## config.mk

```make
export PLATFORM = sky130hd
export DESIGN_NAME = swnc_mac
export DESIGN_NICKNAME = d
export VERILOG_FILES = /design/src/rtl/swnc_pkg.sv /design/src/rtl/swnc_mac.sv
export SDC_FILE = /design/constraint.sdc
export NUM_CORES = 2
export LEC_CHECK = 0
export BUFFER_PORTS_ARGS = -buffer_cell sky130_fd_sc_hd__buf_2
export CAP_MARGIN = 30
export CORE_MARGIN = 1.5
export CORE_UTILIZATION = 40
export CTS_CLUSTER_SIZE = 20
export DETAILED_ROUTE_END_ITERATION = 7
export HOLD_SLACK_MARGIN = 0.05
export MAX_ROUTING_LAYER = met4
export SLEW_MARGIN = 40
export SYNTH_ARGS = -nofsm -noshare
export SYNTH_HDL_FRONTEND = slang
export SYNTH_SLANG_ARGS = --single-unit
```

## constraint.sdc

```tcl
create_clock -name clk -period 26.1 [get_ports clk]
set_input_delay 3.915 -clock clk [delete_from_list [all_inputs] [get_ports clk]]
set_output_delay 3.915 -clock clk [all_outputs]
set_load 0.02 [all_outputs]
```

## src/rtl/swnc_pkg.sv

```systemverilog
package swnc_pkg;

  localparam int MAX_WALLS_DEF = 1024;
  localparam int COORD_W       = 32;
  localparam int DIFF_W        = 33;
  localparam int ZTOL_W        = 31;
  localparam int LIMB_W        = 34;
  localparam int MAG_W         = 2 * LIMB_W;
  localparam int ACC_W         = 4 * LIMB_W;
  localparam int DABS_W        = 104;
  localparam int Q_W           = 35;
  localparam int DIV_W         = MAG_W + Q_W - 1;
  localparam int WALL_W        = 6 * COORD_W;

  localparam logic [ZTOL_W-1:0] ZTOL_RST = 31'd65536;

  localparam logic [1:0] CMD_CLEAR  = 2'd0;
  localparam logic [1:0] CMD_APPEND = 2'd1;
  localparam logic [1:0] CMD_QUERY  = 2'd2;

  localparam logic [1:0] STS_DONE  = 2'd0;
  localparam logic [1:0] STS_FULL  = 2'd1;
  localparam logic [1:0] STS_QUERY = 2'd2;

  localparam logic REG_ZTOL = 1'b0;

  typedef struct packed {
    logic             neg;
    logic [MAG_W-1:0] mag;
  } wv_t;

  typedef enum logic [3:0] {
    OP_ABX, OP_ABY, OP_DX, OP_DY, OP_AZS, OP_TN, OP_UN, OP_ZTOL, OP_BTN,
    OP_CDX, OP_CDY, OP_DEN, OP_DBZ, OP_DWZ, OP_BDEN, OP_DELTA
  } opnd_t;

  typedef enum logic [2:0] {
    P_DEN, P_TN, P_UN, P_DIFF, P_LIM, P_BEST, P_NUM
  } phase_t;

  typedef enum logic [3:0] {
    ST_IDLE, ST_RD, ST_WDIFF, ST_MAC, ST_CAP_DEN, ST_CAP_TN, ST_CAP_UN,
    ST_CAP_DIFF, ST_CHK_Z, ST_CHK_BEST, ST_NEXT, ST_DIV_GO, ST_DIV_WAIT, ST_DONE
  } state_t;

  typedef struct packed {
    opnd_t x;
    logic  xl;
    opnd_t y;
    logic  yl;
    logic  neg;
    logic  last;
  } uop_t;

  typedef struct packed {
    logic       en;
    logic       clear;
    logic       neg;
    logic [1:0] shift;
  } mac_ctl_t;

  function automatic logic [DIFF_W-1:0] sub33(logic [COORD_W-1:0] a, logic [COORD_W-1:0] b);
    return {a[COORD_W-1], a} - {b[COORD_W-1], b};
  endfunction

  function automatic wv_t to_wv(logic [DIFF_W-1:0] v);
    wv_t r;
    logic [DIFF_W-1:0] m;
    m = v[DIFF_W-1] ? (~v + DIFF_W'(1)) : v;
    r.neg = v[DIFF_W-1];
    r.mag = {{(MAG_W-DIFF_W){1'b0}}, m};
    return r;
  endfunction

  // micro-op table of the shared multiply-accumulate unit
  function automatic uop_t mac_uop(phase_t ph, logic [2:0] st);
    uop_t u;
    u.x = OP_ABX;
    u.xl = 1'b0;
    u.y = OP_CDY;
    u.yl = 1'b0;
    u.neg = 1'b0;
    u.last = 1'b0;
    case (ph)
      P_DEN, P_TN, P_UN: begin
        u.x = (ph == P_DEN) ? ((st == 3'd0) ? OP_ABX : OP_ABY) :
                              ((st == 3'd0) ? OP_DX : OP_DY);
        if (ph == P_UN) u.y = (st == 3'd0) ? OP_ABY : OP_ABX;
        else            u.y = (st == 3'd0) ? OP_CDY : OP_CDX;
        u.neg = (st != 3'd0);
        u.last = (st != 3'd0);
      end
      P_DIFF: begin
        case (st)
          3'd0, 3'd1: begin
            u.x = OP_AZS;
            u.y = OP_DEN;
            u.yl = st[0];
          end
          3'd2, 3'd3: begin
            u.x = OP_TN;
            u.xl = st[0];
            u.y = OP_DBZ;
          end
          default: begin
            u.x = OP_UN;
            u.xl = st[0];
            u.y = OP_DWZ;
            u.neg = 1'b1;
            u.last = st[0];
          end
        endcase
      end
      P_LIM: begin
        u.x = OP_ZTOL;
        u.y = OP_DEN;
        u.yl = st[0];
        u.last = st[0];
      end
      P_BEST: begin
        u.x = st[2] ? OP_BTN : OP_TN;
        u.y = st[2] ? OP_DEN : OP_BDEN;
        u.xl = st[1];
        u.yl = st[0];
        u.neg = st[2];
        u.last = (st == 3'd7);
      end
      default: begin
        u.x = OP_BTN;
        u.xl = st[0];
        u.y = OP_DELTA;
        u.last = st[0];
      end
    endcase
    return u;
  endfunction

endpackage

```

## src/rtl/swnc_mac.sv

```systemverilog
module swnc_mac (
  input  logic                       clk,
  input  swnc_pkg::mac_ctl_t         ctl,
  input  logic [swnc_pkg::LIMB_W-1:0] a,
  input  logic [swnc_pkg::LIMB_W-1:0] b,
  output logic [swnc_pkg::ACC_W-1:0]  acc
);
  import swnc_pkg::*;

  logic [2*LIMB_W-1:0] prod;
  logic [ACC_W-1:0]    ext;
  logic [ACC_W-1:0]    addend;
  logic [ACC_W-1:0]    acc_r;
  logic [ACC_W-1:0]    acc_nxt;

  assign prod = a * b;

  always_comb begin
    case (ctl.shift)
      2'd0:    ext = ACC_W'(prod);
      2'd1:    ext = ACC_W'({prod, {LIMB_W{1'b0}}});
      default: ext = ACC_W'({prod, {(2*LIMB_W){1'b0}}});
    endcase
    addend = ctl.neg ? (~ext + ACC_W'(1)) : ext;
    acc_nxt = (ctl.clear ? '0 : acc_r) + addend;
  end

  always_ff @(posedge clk) begin
    if (ctl.en) acc_r <= acc_nxt;
  end

  assign acc = acc_r;

endmodule

```

==> impl_metrics.yaml <==
placement:
  post-place-cells: 8751
  numPortBuffers: 209
  dp_slack_ns: 7.72
  dp.final_hpwl_mm: 161
  place_area_um2: 60300
  place_congestion: 1.05
cells_and_area:
  seq_area_um2: 4080
  nets: 8385
  stdcell_count: 8793
  syn2layout_area_growth_pct: 5.49
  layout-drive-gt1-share_pct: 5.61
  largest_reg_flops: 136
  multi_input_area_um2: 48200
  final_cell_area_um2: 61100
  fillCellCount: 14671
clock_network:
  h-tree-depth: 4
  numCtsBuffers: 17
  cts_hold_buf: 0
  postCtsSetupRepairBufs: 0
  cts_resized: 0
  clkTransAtPathRegs_ns: 0.07
  clock-sinks: 136
  cts_root_buffer: "clkbuf_16"
  clockBufferDepth: 2
  cts_tree: "done"
  insertion_delay_ns: 0.52
synth:
  synth_top_flop_cell: "edfxtp_1"
  postSynthCellCount: 6985
  syn_avg_cell_area_um2: 8.29
  synthesis.area_um2: 57900
  synth_enable_flop_cells: 136
  yosys.cell_types.count: 111
  syn-num-nets: 8500
  synth_area_leaders: "fa_1 (35%), ha_1 (9.1%), inv_1 (7.3%)"
  yosys_warnings: 0
  synth_top_area_share_pct: 35.3
  synth_area_leader_cell: "fa_1"
  ys_ff_latch: 136
  async_flop_share_pct: 0
  synth-seq-area-share_pct: 7.05
sta:
  timing.final.crit_share_pct: 69.9
  layout_setup_ws_ns: 7.86
  clock_skew_ns: 0.0282
  max_slew_margin_pct: 39.8
  fmax_mhz: 54.8
  worstMarginPinSlew_ns: 0.891
  period_needed_ns: 18.24
  setup_viol: 0
  tns_ns: 0
  finalMaxSlewViolations: 0
  grt_setup_unrepaired: "false"
  hold_viol: 0
grt:
  grt_pass1_vias: 51797
  grt-ovfl-total: 0
  track_usage_pct: 28.7
  grt_max_degree: 107
  grt_antenna_before_repair: 7
  grt_pass1_wl_mm: 316
worst_setup_path:
  cp_max_fo: 34
  worstSetupEndpointType: "register"
  required_ns: 26.36
  cp_slowest_cell: "o41ai_1"
  startpoint_type: "input port"
  cpPeakStageDelay_ns: 0.73
  path_class: "input port to register"
  arrival_ns: 18.50
floorplan:
  die_x_um: 384
  boundaryPins: 210
  die_y_um: 384
  coreArea_um2: 144000
  initial_core_util_pct: 40.3
  die_area_um2: 147000
  num_rows: 139
hold_path:
  hold_class: "register to register"
run_status:
  outcome: "finished, violations left"
  violations: "DRC"
drt:
  route.detailed.drc: 12
  drtIter0Drc: 4585
  vias: 49487
  wl_mm: 201
  wl_per_cell_um: 22.9
  detail-route-antenna-nets: 0
  via_per_inst: 5.63
  first_pass_iters: 8
run:
  maxCapViolations: 0
routing by layer:
metal,GRT usage (%),routed length [um]
met1,38.0,86900
met2,45.4,93800
met3,4.13,13900
met4,8.83,6840
met5,-,0
final timing paths:
check	slack, ns	cells past startpoint	start	to
max	7.86	43	b[4]	acc[112]
max reg2reg	19.91	15	acc[24]	acc[112]
min reg2reg	0.71	2	acc[0]	acc[0]
min	0.71	2	acc[0]	acc[0]
stage by stage:
step / utilization (%) / hold WS, ns
after CTS: 42.4 / 0.722
after detailed placement: 42.0 / 0.704
final: 42.5 / 0.713
after global placement: 41.9 / 0.699
after global routing: 42.5 / 0.783
after floorplan: - / 0.824
layout make-up:
type	count	share of cell area (%)
Multi-Input combinational cell	5325	78.8
Inverter	1121	6.89
Sequential cell	136	6.68
Tap cell	1903	3.90
Timing Repair Buffer	269	2.67
Clock buffer	18	0.702
Clock inverter	13	0.313
Antenna cell	8	0.0328
cells in the final DEF, fill, tap and decap left out, drive strengths merged, types with 22 or more instances in the layout:
cell type	n
inv	1123
fa	1021
nand2	1006
and2	548
ha	420
a21oi	334
buf	269
o21ai	259
nor2	256
xnor2	173
nor2b	159
edfxtp	136
xor2	120
nand4	98
a21o	97
nor3	85
nand3	82
o21bai	51
o31ai	44
o21a	41
a31oi	34
and3	33
or3	31
o211ai	30
a211oi	27
nor4	27
nand2b	24
or2	22
synthesized netlist by cell type, types with 16 or more instances:
| library cell | n |
|---|---|
| xor2_1 | 120 |
| o31ai_1 | 42 |
| nand2b_1 | 24 |
| a211o_1 | 18 |
| buf_2 | 23 |
| a21oi_1 | 329 |
| nand4_1 | 97 |
| o211ai_1 | 29 |
| and3_1 | 32 |
| a21o_1 | 97 |
| nor2b_1 | 158 |
| o21ai_0 | 245 |
| nand3_1 | 81 |
| a31oi_1 | 34 |
| edfxtp_1 | 136 |
| clkbuf_1 | 363 |
| ha_1 | 420 |
| nand2_1 | 1006 |
| o21bai_1 | 51 |
| and2_1 | 548 |
| o21a_1 | 41 |
| nor3_1 | 82 |
| or3_1 | 29 |
| a211oi_1 | 26 |
| nor4_1 | 23 |
| a22oi_1 | 18 |
| inv_1 | 1119 |
| fa_1 | 1021 |
| or2_2 | 16 |
| nor2_1 | 255 |
| xnor2_1 | 173 |
worst max-delay path: cells and delay by family:
family                     cells  cell delay, ns
xor gates and xnor gates       3            0.93
adders and majority gates     10            5.02
buffers and inverters          9            1.12
AOI/OAI and AO/OA             14            5.60
and+or+nand+nor                7            1.88
cells by family (layout without fill, tap and decap cells):
kind of cell	Yosys count	in the layout	synth area share, %
mux	18	18	0.320
compound gates	1144	1144	13.0
flops	136	136	7.05
other cells	0	8	0
fa+ha+maj	1441	1441	44.4
xor+xnor	293	293	4.43
buf+inv	1524	1421	9.98
simple gates	2429	2429	20.9
Power is left out: the tool's default activity adds up to more than one toggle a clock period on the data nets, which glitch-free logic cannot reach.
