<file path="src/rtl/swnc_pkg.sv">
package swnc_pkg;

  localparam int MAX_WALLS_DEF = 1024;
  localparam int COORD_W       = 32;
  localparam int DIFF_W        = 33;
  localparam int ZTOL_W        = 31;
  localparam int LIMB_W        = 34;
  localparam int MAG_W         = 2 * LIMB_W;
  localparam int ACC_W         = 4 * LIMB_W;
  localparam int DABS_W        = 104;
  localparam int Q_W           = 35;
  localparam int DIV_W         = MAG_W + Q_W - 1;
  localparam int WALL_W        = 6 * COORD_W;

  localparam logic [ZTOL_W-1:0] ZTOL_RST = 31'd65536;

  localparam logic [1:0] CMD_CLEAR  = 2'd0;
  localparam logic [1:0] CMD_APPEND = 2'd1;
  localparam logic [1:0] CMD_QUERY  = 2'd2;

  localparam logic [1:0] STS_DONE  = 2'd0;
  localparam logic [1:0] STS_FULL  = 2'd1;
  localparam logic [1:0] STS_QUERY = 2'd2;

  localparam logic REG_ZTOL = 1'b0;

  typedef struct packed {
    logic             neg;
    logic [MAG_W-1:0] mag;
  } wv_t;

  typedef enum logic [3:0] {
    OP_ABX, OP_ABY, OP_DX, OP_DY, OP_AZS, OP_TN, OP_UN, OP_ZTOL, OP_BTN,
    OP_CDX, OP_CDY, OP_DEN, OP_DBZ, OP_DWZ, OP_BDEN, OP_DELTA
  } opnd_t;

  typedef enum logic [2:0] {
    P_DEN, P_TN, P_UN, P_DIFF, P_LIM, P_BEST, P_NUM
  } phase_t;

  typedef enum logic [3:0] {
    ST_IDLE, ST_RD, ST_WDIFF, ST_MAC, ST_CAP_DEN, ST_CAP_TN, ST_CAP_UN,
    ST_CAP_DIFF, ST_CHK_Z, ST_CHK_BEST, ST_NEXT, ST_DIV_GO, ST_DIV_WAIT, ST_DONE
  } state_t;

  typedef struct packed {
    opnd_t x;
    logic  xl;
    opnd_t y;
    logic  yl;
    logic  neg;
    logic  last;
  } uop_t;

  typedef struct packed {
    logic       en;
    logic       clear;
    logic       neg;
    logic [1:0] shift;
  } mac_ctl_t;

  function automatic logic [DIFF_W-1:0] sub33(logic [COORD_W-1:0] a, logic [COORD_W-1:0] b);
    return {a[COORD_W-1], a} - {b[COORD_W-1], b};
  endfunction

  function automatic wv_t to_wv(logic [DIFF_W-1:0] v);
    wv_t r;
    logic [DIFF_W-1:0] m;
    m = v[DIFF_W-1] ? (~v + DIFF_W'(1)) : v;
    r.neg = v[DIFF_W-1];
    r.mag = {{(MAG_W-DIFF_W){1'b0}}, m};
    return r;
  endfunction

  // micro-op table of the shared multiply-accumulate unit
  function automatic uop_t mac_uop(phase_t ph, logic [2:0] st);
    uop_t u;
    u.x = OP_ABX;
    u.xl = 1'b0;
    u.y = OP_CDY;
    u.yl = 1'b0;
    u.neg = 1'b0;
    u.last = 1'b0;
    case (ph)
      P_DEN, P_TN, P_UN: begin
        u.x = (ph == P_DEN) ? ((st == 3'd0) ? OP_ABX : OP_ABY) :
                              ((st == 3'd0) ? OP_DX : OP_DY);
        if (ph == P_UN) u.y = (st == 3'd0) ? OP_ABY : OP_ABX;
        else            u.y = (st == 3'd0) ? OP_CDY : OP_CDX;
        u.neg = (st != 3'd0);
        u.last = (st != 3'd0);
      end
      P_DIFF: begin
        case (st)
          3'd0, 3'd1: begin
            u.x = OP_AZS;
            u.y = OP_DEN;
            u.yl = st[0];
          end
          3'd2, 3'd3: begin
            u.x = OP_TN;
            u.xl = st[0];
            u.y = OP_DBZ;
          end
          default: begin
            u.x = OP_UN;
            u.xl = st[0];
            u.y = OP_DWZ;
            u.neg = 1'b1;
            u.last = st[0];
          end
        endcase
      end
      P_LIM: begin
        u.x = OP_ZTOL;
        u.y = OP_DEN;
        u.yl = st[0];
        u.last = st[0];
      end
      P_BEST: begin
        u.x = st[2] ? OP_BTN : OP_TN;
        u.y = st[2] ? OP_DEN : OP_BDEN;
        u.xl = st[1];
        u.yl = st[0];
        u.neg = st[2];
        u.last = (st == 3'd7);
      end
      default: begin
        u.x = OP_BTN;
        u.xl = st[0];
        u.y = OP_DELTA;
        u.last = st[0];
      end
    endcase
    return u;
  endfunction

endpackage

</file>
<file path="src/rtl/swnc_div.sv">
module swnc_div (
  input  logic                       clk,
  input  logic                       rst_n,
  input  logic                       start,
  input  logic [swnc_pkg::DIV_W-1:0] num,
  input  logic [swnc_pkg::MAG_W-1:0] den,
  output logic                       done,
  output logic [swnc_pkg::Q_W-1:0]   quot
);
  import swnc_pkg::*;

  logic [DIV_W-1:0] rem_r;
  logic [DIV_W-1:0] sh_r;
  logic [Q_W-1:0]   q_r;
  logic [5:0]       cnt_r;
  logic             busy_r;
  logic             done_r;
  logic             ge;

  assign ge = (sh_r <= rem_r);

  always_ff @(posedge clk) begin
    if (!rst_n) begin
      busy_r <= 1'b0;
      done_r <= 1'b0;
      cnt_r <= '0;
    end else begin
      done_r <= 1'b0;
      if (start) begin
        busy_r <= 1'b1;
        cnt_r <= 6'(Q_W - 1);
      end else if (busy_r) begin
        cnt_r <= cnt_r - 6'd1;
        if (cnt_r == 6'd0) begin
          busy_r <= 1'b0;
          done_r <= 1'b1;
        end
      end
    end
  end

  always_ff @(posedge clk) begin
    if (start) begin
      rem_r <= num;
      sh_r <= {den, {(Q_W-1){1'b0}}};
      q_r <= '0;
    end else if (busy_r) begin
      if (ge) rem_r <= rem_r - sh_r;
      q_r <= {q_r[Q_W-2:0], ge};
      sh_r <= sh_r >> 1;
    end
  end

  assign done = done_r;
  assign quot = q_r;

endmodule

</file>
<file path="config.mk">
export PLATFORM = sky130hd
export DESIGN_NAME = swnc_div
export DESIGN_NICKNAME = d
export VERILOG_FILES = /design/src/rtl/swnc_pkg.sv /design/src/rtl/swnc_div.sv
export SDC_FILE = /design/constraint.sdc
export NUM_CORES = 1
export LEC_CHECK = 0
export ABC_AREA = 1
export ABC_CLOCK_PERIOD_IN_PS = 4800
export BUFFER_PORTS_ARGS = -buffer_cell sky130_fd_sc_hd__buf_2
export CORE_MARGIN = 10
export CORE_UTILIZATION = 35
export DETAILED_ROUTE_END_ITERATION = 7
export GPL_TIMING_DRIVEN = 0
export PLACE_DENSITY = 0.54
export SETUP_SLACK_MARGIN = 0.5
export SLEW_MARGIN = 10
export SYNTH_ARGS = -nofsm -noshare
export SYNTH_HDL_FRONTEND = slang
export SYNTH_SLANG_ARGS = --single-unit
</file>
<file path="constraint.sdc">
create_clock -name clk -period 4.8 [get_ports clk]
set_input_delay 0.48 -clock clk [delete_from_list [all_inputs] [get_ports clk]]
set_output_delay 0.48 -clock clk [all_outputs]
set_load 0.05 [all_outputs]
</file>
==> qor.yml <==
outcome: "completed"
worstPathArrival_ps: 3890
r2r_setup_slack_ps: 1160
syn-num-nets: 3511
clock_latency_ps: 600
wl_met2_mm: 34.54
drt_iter0_drc: 1660
leakage_nw: 12.19
r2r_start: "sh_r[73]"
drc_errors: 0
fp.dieH_um: 260.9
endpoint: "rem_r[46]"
grt_pass1_vias: 19280
die_area_um2: 68060
synth_top_area_cell: "edfxtp_1"
cts_buffer_depth: 3
ys_seq_area_frac: 0.3273
n_antenna_cell: 0
ys_seq_elements: 247
min_path_cells: 3
start_util: 0.3526
timing.final.max_slew_violations: 0
synth_top_area_frac: 0.2514
finalSetupViolCount: 0
cts_resized: 0
period_minus_slack_ps: 3636
rr_worst_depth: 13
crit-reg2reg-capture: "rem_r[46]"
startpoint_type: "flop"
area.growth.synth_to_final_pct: 14.38
fin_skew_ps: 28.02
postSynthAreaPerCell_um2: 6.281
crit_required_ps: 5050
htreeDepth: 1
synth_most_common_cell: "nand2_1"
drtPass1Iterations: 7
yosys_warnings: 0
async_flop_share: 0
drive_gt1_frac: 0.1196
slew_headroom: 0.4311
grt_use_total: 0.2155
ys_types: 44
synth_area_leaders: "edfxtp_1 (25%), nand2_1 (23%), inv_1 (12%)"
viasPerCell: 4.738
grt_start_max_net_pins: 54
post-dp-hpwl_mm: 64.30
io_pins: 209
hold_viol_final: 0
dr_wl_met3_mm: 4.776
place_area_um2: 22380
synth_area_um2: 20310
period_share: 0.7576
critPathKind: "reg2reg"
hold_buffers: 0
rsz0062_at_grt: "false"
max_freq_mhz: 275.0
port_buffers: 207
vias: 20180
startpoint: "sh_r[73]"
min_path_type: "in2reg"
drv_cap: 0
met1_length_mm: 34.12
numCtsBuffers: 29
dieWidth_um: 260.9
wirelength_mm: 75.42
antenna_found_initial: 0
nNetsFinal: 3751
syn-instance-count: 3233
synth_commonest_cells: "nand2_1 (1258), inv_1 (660), nor2_1 (182)"
ys.flop_type: "edfxtp_1"
grt_pass1_wl_mm: 112.6
worstMarginPinSlew_ps: 845.8
irDropWorstVdd_mv: 0.2468
synth_edf_count: 170
ant_nets: 0
power_per_cell_area_nw_per_um2: 403.0
critPathMaxFanout: 53
pre_cts_slack_ps: 1227
cts_setup_buffers: 0
fin_setup_tns_ps: 0
post-route-util: 0.4034
cp-end-kind: "flop"
top_layer: "met4"
cts-root-buf: "clkbuf_16"
overflow: 0
rows: 88
fin_ws_ps: 1164
fin_area_um2: 23230
wire_per_inst_um: 17.71
routabilityCongestion: 1.072
clk_pin_slew_ps: 60
coreArea_um2: 57590
clock-sinks: 247
cts_tree: "yes"
## sequential cells by signal (all words and copies together) (netlist names)
| signal | flops |
|---|---|
| busy_r | 1 |
| cnt_r | 6 |
| done | 1 |
| quot | 35 |
| rem_r | 102 |
| sh_r | 102 |
## where the power goes
group | internal, W | leakage [nW] | switching, W
sequential | 0.00263 | 2.35 | 0.0000773
clock | 0.00111 | 0.407 | 0.000919
combinational | 0.00141 | 9.43 | 0.00322
total | 0.00515 | 12.2 | 0.00421
## routing by layer
| layer | vias up | GRT usage |
|---|---|---|
| met3 | 82 | 0.03139 |
| met1 | 9124 | 0.2868 |
| met5 | - | 0 |
| met2 | 576 | 0.3584 |
| met4 | 0 | 0.05765 |
| li1 | 10400 | - |
## per-stage QoR
stage	hold WS, ps	cells	total power, W
3_5_place_dp	444.5	4207	0.007319
2_1_floorplan	432.2	3233	0.005856
6_report	131.8	4259	0.009362
5_1_grt	138.5	4259	0.01005
4_1_cts	104.0	4259	0.009376
3_3_place_gp	436.9	4205	0.007300
## cell usage in the layout (no fill, tap or decap), types with 28 or more instances in the layout
cell       count
nand2_1     1257
inv_1        660
buf_2        210
nor2_1       182
edfxtp_1     170
nand3_1      159
o21ai_0      106
ha_1         104
a21oi_1       89
dfxtp_1       77
o22ai_1       65
nor2_2        49
clkbuf_1      46
inv_2         43
clkbuf_16     29
xnor2_1       28
## layout make-up
cell class,count,area (µm²)
buffer,51,201.4
clock buffer,36,752.0
clock inverter,16,97.59
fill,6490,34360
inverter,711,2669
multi-input combinational,2224,10810
sequential,247,6646
tap,765,957.2
timing repair buffer,209,1091
## how the worst min path moves through the flow
stage	to	start	slack [ps]
4_1_cts	cnt_r[5]	rst_n	100
5_1_grt	rem_r[2]	num[2]	140
2_1_floorplan	sh_r[0]	sh_r[0]	430
3_5_place_dp	quot[34]	quot[34]	440
3_3_place_gp	quot[34]	quot[34]	440
6_report	cnt_r[5]	rst_n	130
## critical path, stage by stage, from the launching register on
cell      delay (ps)
edfxtp_1         320
inv_1             60
ha_1             360
nand2_1          130
nor2_1           240
nand2_1          210
inv_1            130
nand3_1          200
nor3_1           350
nand3_1          190
nand3_1          210
nand2_1          160
nand2_8          340
buf_16           310
## logic make-up (layout without fill, tap and decap cells)
logic type,count (synthesis),after routing,share of synthesized area
AOI/OAI and AO/OA,301,301,0.08170
xor gates and xnor gates,37,37,0.01596
adders and majority gates,105,105,0.06506
buffers and inverters,762,1023,0.1410
DFF,247,247,0.3273
and+or+nand+nor,1781,1781,0.3689
Note: power is estimated with default switching activity, not from simulation.
